`src/vpdb_pkg.sv`:
```
// Shared types and constants for the voxel point density binning block.
// No dependencies; imported by vpdb_axis and voxel_point_density_binning.
package vpdb_pkg;

	localparam int COORD_W = 32;
	localparam int CNT_W   = 32;
	localparam int DENS_W  = 48;
	localparam int SEL_W   = 15;
	localparam int CFG_W   = 32;
	localparam int CFG_IDX_W = 3;

	localparam logic [CNT_W-1:0] CNT_MAX = '1;
	localparam logic [DENS_W-1:0] DENS_MAX = '1;

	localparam logic OP_ADD  = 1'b0;
	localparam logic OP_READ = 1'b1;

	localparam logic KIND_ADD  = 1'b0;
	localparam logic KIND_READ = 1'b1;

	localparam logic [CFG_IDX_W-1:0] CFG_MIN_X     = 3'd0;
	localparam logic [CFG_IDX_W-1:0] CFG_MIN_Y     = 3'd1;
	localparam logic [CFG_IDX_W-1:0] CFG_MIN_Z     = 3'd2;
	localparam logic [CFG_IDX_W-1:0] CFG_INV_X     = 3'd3;
	localparam logic [CFG_IDX_W-1:0] CFG_INV_Y     = 3'd4;
	localparam logic [CFG_IDX_W-1:0] CFG_INV_Z     = 3'd5;
	localparam logic [CFG_IDX_W-1:0] CFG_GRID_DIMS = 3'd6;
	localparam logic [CFG_IDX_W-1:0] CFG_INV_VOL   = 3'd7;

	typedef enum logic [1:0] {
		AXIS_X,
		AXIS_Y,
		AXIS_Z
	} axis_sel_t;

	typedef struct packed {
		logic      valid;
		axis_sel_t axis;
	} axis_tag_t;

	typedef struct packed {
		logic      valid;
		axis_sel_t axis;
		logic      clamp;
	} axis_stat_t;

	typedef enum logic [3:0] {
		ST_CLEAR,
		ST_IDLE,
		ST_AXIS,
		ST_WAIT,
		ST_LIN1,
		ST_LIN2,
		ST_MOD,
		ST_MEM_RD,
		ST_MEM_WR,
		ST_DENS
	} state_t;

endpackage

```
`src/vpdb_axis.sv`:
```
// Three-stage axis unit: offset from origin, scale by reciprocal cell width, clamp.
// Depends on vpdb_pkg.
module vpdb_axis #(
	parameter int GRID_MAX = 32
) (
	input  logic                          clk,
	input  logic                          arst_n,
	input  vpdb_pkg::axis_tag_t           tag,
	input  logic [31:0]                   point,
	input  logic [31:0]                   origin,
	input  logic [31:0]                   inv,
	input  logic [$clog2(GRID_MAX+1)-1:0] dim,
	output logic [$clog2(GRID_MAX)-1:0]   idx,
	output vpdb_pkg::axis_stat_t          stat
);
	import vpdb_pkg::*;

	localparam int DIM_W = $clog2(GRID_MAX + 1);
	localparam int IDX_W = $clog2(GRID_MAX);

	axis_tag_t          tag_s1, tag_s2;
	logic [32:0]        off_s1;
	logic [31:0]        inv_s1;
	logic [DIM_W-1:0]   dim_s1, dim_s2;
	logic               neg_s2, inv_nz_s2;
	logic [31:0]        q_s2;
	logic [63:0]        prod_c;
	logic [IDX_W-1:0]   idx_c;
	logic               clamp_c;

	assign prod_c = 64'(off_s1[31:0]) * 64'(inv_s1);

	always_comb begin
		if (neg_s2) begin
			idx_c   = '0;
			clamp_c = inv_nz_s2;
		end else if (q_s2 >= 32'(dim_s2)) begin
			idx_c   = IDX_W'(dim_s2 - DIM_W'(1));
			clamp_c = 1'b1;
		end else begin
			idx_c   = IDX_W'(q_s2);
			clamp_c = 1'b0;
		end
	end

	always_ff @(posedge clk or negedge arst_n) begin
		if (!arst_n) begin
			tag_s1 <= '0;
			tag_s2 <= '0;
			stat   <= '0;
		end else begin
			tag_s1 <= tag;
			tag_s2 <= tag_s1;
			stat   <= '{valid: tag_s2.valid, axis: tag_s2.axis, clamp: clamp_c};
		end
	end

	always_ff @(posedge clk) begin
		off_s1    <= {point[31], point} - {origin[31], origin};
		inv_s1    <= inv;
		dim_s1    <= dim;
		neg_s2    <= off_s1[32];
		inv_nz_s2 <= |inv_s1;
		q_s2      <= prod_c[63:32];
		dim_s2    <= dim_s1;
		idx       <= idx_c;
	end

endmodule

```
`config.mk`:
```
export PLATFORM = sky130hd
export DESIGN_NAME = vpdb_axis
export DESIGN_NICKNAME = d
export VERILOG_FILES = /design/src/vpdb_pkg.sv /design/src/vpdb_axis.sv
export SDC_FILE = /design/constraint.sdc
export NUM_CORES = 2
export LEC_CHECK = 0
export BUFFER_PORTS_ARGS = -buffer_cell sky130_fd_sc_hd__buf_2
export CAP_MARGIN = 20
export CORE_MARGIN = 5
export CORE_UTILIZATION = 30
export CTS_BUF_LIST = sky130_fd_sc_hd__clkbuf_2 sky130_fd_sc_hd__clkbuf_4 sky130_fd_sc_hd__clkbuf_8
export CTS_CLUSTER_DIAMETER = 40
export DETAILED_ROUTE_END_ITERATION = 6
export PLACE_DENSITY = 0.53
export RECOVER_POWER = 100
export SLEW_MARGIN = 20
export SYNTH_ARGS = -nofsm -noshare
export SYNTH_HDL_FRONTEND = slang
export SYNTH_SLANG_ARGS = --single-unit
```
`constraint.sdc`:
```
create_clock -name clk -period 15.4 [get_ports clk]
set_input_delay 4.62 -clock clk [delete_from_list [all_inputs] [get_ports clk]]
set_output_delay 4.62 -clock clk [all_outputs]
set_load 0.01 [all_outputs]
```
Word-level counts from Yosys, hierarchy flattened:

Cells that the tools add are included.

* register bits: 126
* input bits: 107
* output and inout port bits: 9
* word-level logic and storage cells: 23

* $add $sub $neg: 2
* multiply operators: 1
* order comparisons: 1
* muxes and demuxes: 3
* reductions and logical operators: 1

Operators with widths (count)
* $mul A32 B32 Y64: 1
* $sub A32 B32 Y33: 1
* $ge A32 B6 Y1: 1
* $reduce_or A32 Y1: 1
* $mux W5: 1
* $sub A5 B1 Y5 const B: 1
* $mux W1: 2

Logic depth before layout (Yosys ltp):

* depth after elaboration: 3
* mapped depth: 27
* gate-level depth less buffers: 26

Least setup slack after synthesis:

Ideal clock, no wire load.

* path type: register to register
* start: reg inv_s1[6]
* end: reg q_s2[14]
* setup time: 124 ps
* data arrival time: 6778 ps
* required time: 15276 ps
* path slack: 8498 ps
* stages on the path, launching flop included: 26
* path buffers: 1
* period minus slack after synthesis: 6902 ps
* cell sequence: dfxtp_1 -> clkbuf_1 -> and2_1 -> fa_1 -> fa_1 -> fa_1 -> inv_1 -> fa_1 -> inv_1 -> fa_1 -> inv_1 -> fa_1 -> inv_1 -> fa_1 -> inv_1 -> fa_1 -> inv_1 -> ha_1 -> nand4_1 -> nor4_1 -> o311a_2 -> nor4b_1 -> o41a_2 -> o211ai_4 -> a31oi_1 -> xnor2_1

* longest elaborated chain between the ends: 1

RTL lines
* from (decl): RTL line vpdb_axis.sv:23 `logic [31:0] inv_s1;`
* from (signal assigned): RTL line vpdb_axis.sv:60 `inv_s1 <= inv;`
* $mul A32 B32 Y64: RTL line vpdb_axis.sv:31 `assign prod_c = 64'(off_s1[31:0]) * 64'(inv_s1);`
* net prod_c[46]: RTL line vpdb_axis.sv:27 `logic [63:0] prod_c;`
* to (signal assigned): RTL line vpdb_axis.sv:64 `q_s2 <= prod_c[63:32];`
* to (decl): RTL line vpdb_axis.sv:26 `logic [31:0] q_s2;`

The timed path passes the listed nets, and every way through them passes these cells.
A chain may end at the register's enable or synchronous reset.

Final worst setup path:

* start: reg inv_s1[5]
* end: reg q_s2[27]

The elaborated chain is that of the path after synthesis.

==> results.sh <==
export IMPL_nets=5344
export IMPL_cts_buffers=17
export IMPL_cts_sinks=126
export IMPL_multiInputGateArea_um2=30600
export IMPL_synth_seq_cells=126
export IMPL_ys_seq_area_share_pct=6.86
export IMPL_drc_errors=0
export IMPL_rows=129
export IMPL_h_tree_depth=4
export IMPL_syn_inst=4068
export IMPL_post_cts_repair_setup_buffers=0
export IMPL_mostFrequentLayoutCell="inv_1"
export IMPL_register_area_um2=2620
export IMPL_ys_flop_type="dfxtp_1"
export IMPL_cp_required_ns=15.89
export IMPL_grt_pass1_vias=29200
export IMPL_violations="max-capacitance violations, max-slew violations"
export IMPL_synth_warnings=0
export IMPL_async_reset_ff_share_pct=7.94
export IMPL_worst_pin_slew_ns=2.04
export IMPL_hold_violations=0
export IMPL_cts_hold_buf=0
export IMPL_vias_per_cell=4.71
export IMPL_grt_pass1_wl_um=171000
export IMPL_status="finished, violations left"
export IMPL_dp_worst_setup_slack_ns=6.79
export IMPL_whs_ns=0.333
export IMPL_dp_hpwl_um=81100
export IMPL_clkTransAtPathRegs_ns=0.10
export IMPL_die_h_um=364
export IMPL_max_freq_mhz=103
export IMPL_die_w_um=364
export IMPL_postRouteAntennaNets=0
export IMPL_synth_edf_count=0
export IMPL_setup_tns_ns=0
export IMPL_fillers=13100
export IMPL_crit_fanout=33
export IMPL_grt_overflow=0
export IMPL_die_area_um2=132000
export IMPL_clkLatencyLatePin_ns=0.61
export IMPL_vias=26800
export IMPL_drive_gt1_share_pct=5.15
export IMPL_cts_tree="built"
export IMPL_wl_um=107000
export IMPL_area_growth_pct=6.89
export IMPL_cts_buffer_depth=2
export IMPL_relSlewSlack_pct=-35.9
export IMPL_rsz0062_at_grt="false"
export IMPL_worstPathArrival_ns=10.17
export IMPL_crit_path_start_kind="flip-flop"
export IMPL_hp_class="reg2reg"
export IMPL_antenna_found_initial=7
export IMPL_track_usage_pct=16.8
export IMPL_most_common_layout_cells="inv_1, fa_1, and2_1"
export IMPL_endpoint_kind="flip-flop"
export IMPL_postSynthAreaPerCell_um2=9.22
export IMPL_drt_iter0_markers=1218
export IMPL_layout_min_cycle_time_ns=9.69
export IMPL_postLayoutCoreUtil_pct=32.3
export IMPL_synth_cell_types=71
export IMPL_syn_nets=5370
export IMPL_port_buffer_count=115
export IMPL_cts_root_buffer="clkbuf_8"
export IMPL_wl_per_cell_um=18.8
export IMPL_finalSetupViolCount=0
export IMPL_critical_path_class="reg2reg"
export IMPL_boundaryPins=116
export IMPL_gp_congestion=0.860
export IMPL_netlist_area_um2=37500
export IMPL_maxCapViolations=1
export IMPL_grt_max_degree=34
export IMPL_drtPass1Iterations=5
export IMPL_cts_resized=0
export IMPL_period_share_pct=62.9
export IMPL_floorplan_initialDensity_pct=30.3
export IMPL_core_um2=124000
export IMPL_final_max_slew_viol_count=34
export IMPL_setup_ws_ns=5.71
export IMPL_clock_skew_ns=0.0380
-- state kept, by name, summed over array words and instances (netlist names) --
register / cells
dim_s1: 6
dim_s2: 6
idx: 5
inv_nz_s2: 1
inv_s1: 32
neg_s2: 1
off_s1: 33
q_s2: 32
stat: 4
tag_s1: 3
tag_s2: 3
-- layout make-up --
type                            count  share of cell area [%]
Antenna cell                        4                  0.0250
Sequential cell                   126                    6.52
Multi-Input combinational cell   2809                    76.4
Clock inverter                     13                   0.446
Tap cell                         1637                    5.11
Inverter                          928                    8.69
Timing Repair Buffer              160                    2.19
Clock buffer                       19                   0.637
-- per-layer routing --
metal / part of all wire, % / GRT usage (%) / routed length [um] / vias to the layer above
li1: - / - / - / 11900
met1: 41 / 20.9 / 43700 / 14100
met2: 51 / 30.2 / 55100 / 666
met3: 4.6 / 2.38 / 4890 / 168
met4: 3.2 / 5.40 / 3400 / 0
met5: 0 / 0 / 0 / -
-- critical path: stages (launching register included) --
cell and delay (ns):
dfxtp_2 0.33, clkbuf_1 1.44, nand2_1 0.23, fa_1 0.63
inv_1 0.05, fa_1 0.48, fa_1 0.52, inv_1 0.06
fa_1 0.47, inv_1 0.05, fa_1 0.48, fa_1 0.50
fa_1 0.50, inv_1 0.05, fa_1 0.47, inv_1 0.04
ha_1 0.41, nand4_1 0.21, or3_1 0.47, a2111oi_0 0.91
a22oi_1 0.36, a31oi_1 0.56, nor4_1 0.10, a311oi_1 0.25
-- synth_stat cells (5+ instances only) --
master,instances,area [um^2]
or3_1,6,37.5
xor2_1,18,158
o21bai_1,12,90.1
a21boi_0,5,37.5
nand3_1,17,85.1
nand2b_1,7,43.8
nand4_1,21,131
o21ai_0,37,185
o31ai_1,5,37.5
a311oi_1,6,52.6
clkbuf_1,203,762
nor3_1,28,140
o211ai_1,8,60.1
and3_1,15,93.8
a211oi_1,23,173
dfrtp_1,10,250
a21oi_1,84,420
nor2b_1,10,62.6
nand2_1,493,1850
dfxtp_1,116,2320
a21o_1,30,225
xnor2_1,36,315
fa_1,896,17900
inv_1,928,3480
and2_1,600,3750
ha_1,299,3740
o21a_1,13,97.6
nor2_1,51,191
a211o_1,6,52.6
nor4_1,18,113
-- cell families (layout without fill, tap and decap cells) --
group	count (synthesis)	count (layout)	synth area share, %
compound gates	271	271	4.86
flops	126	126	6.86
xor+xnor	54	54	1.26
mux	4	4	0.113
simple gates	1285	1285	17.8
fa+ha+maj	1195	1195	57.8
other cells	0	4	0
buf+inv	1133	1120	11.3
-- final timing paths --
kind | from | endpoint | slack [ns] | depth (start not counted)
setup / recovery | inv_s1[5]$_DFF_P_ | q_s2[27]$_DFF_P_ | 5.71 | 23
hold / removal | dim_s1[0]$_DFF_P_ | dim_s2[0]$_DFF_P_ | 0.33 | 0
setup reg to reg | inv_s1[5]$_DFF_P_ | q_s2[27]$_DFF_P_ | 5.71 | 23
hold reg to reg | dim_s1[0]$_DFF_P_ | dim_s2[0]$_DFF_P_ | 0.33 | 0
max in group asynchronous | arst_n | stat[0]$_DFF_PN0_ | 11.10 | 1
min in group asynchronous | arst_n | tag_s1[2]$_DFF_PN0_ | 3.97 | 1
-- stage by stage --
step           instances  instance area (um^2)
2_1_floorplan       4068                 37500
3_3_place_gp        5660                 39700
3_5_place_dp        5660                 39700
4_1_cts             5692                 40200
5_1_grt             5694                 40100
6_report            5696                 40100
Power is left out: the tool's default activity adds up to more than one toggle a clock period on the data nets, which glitch-free logic cannot reach.
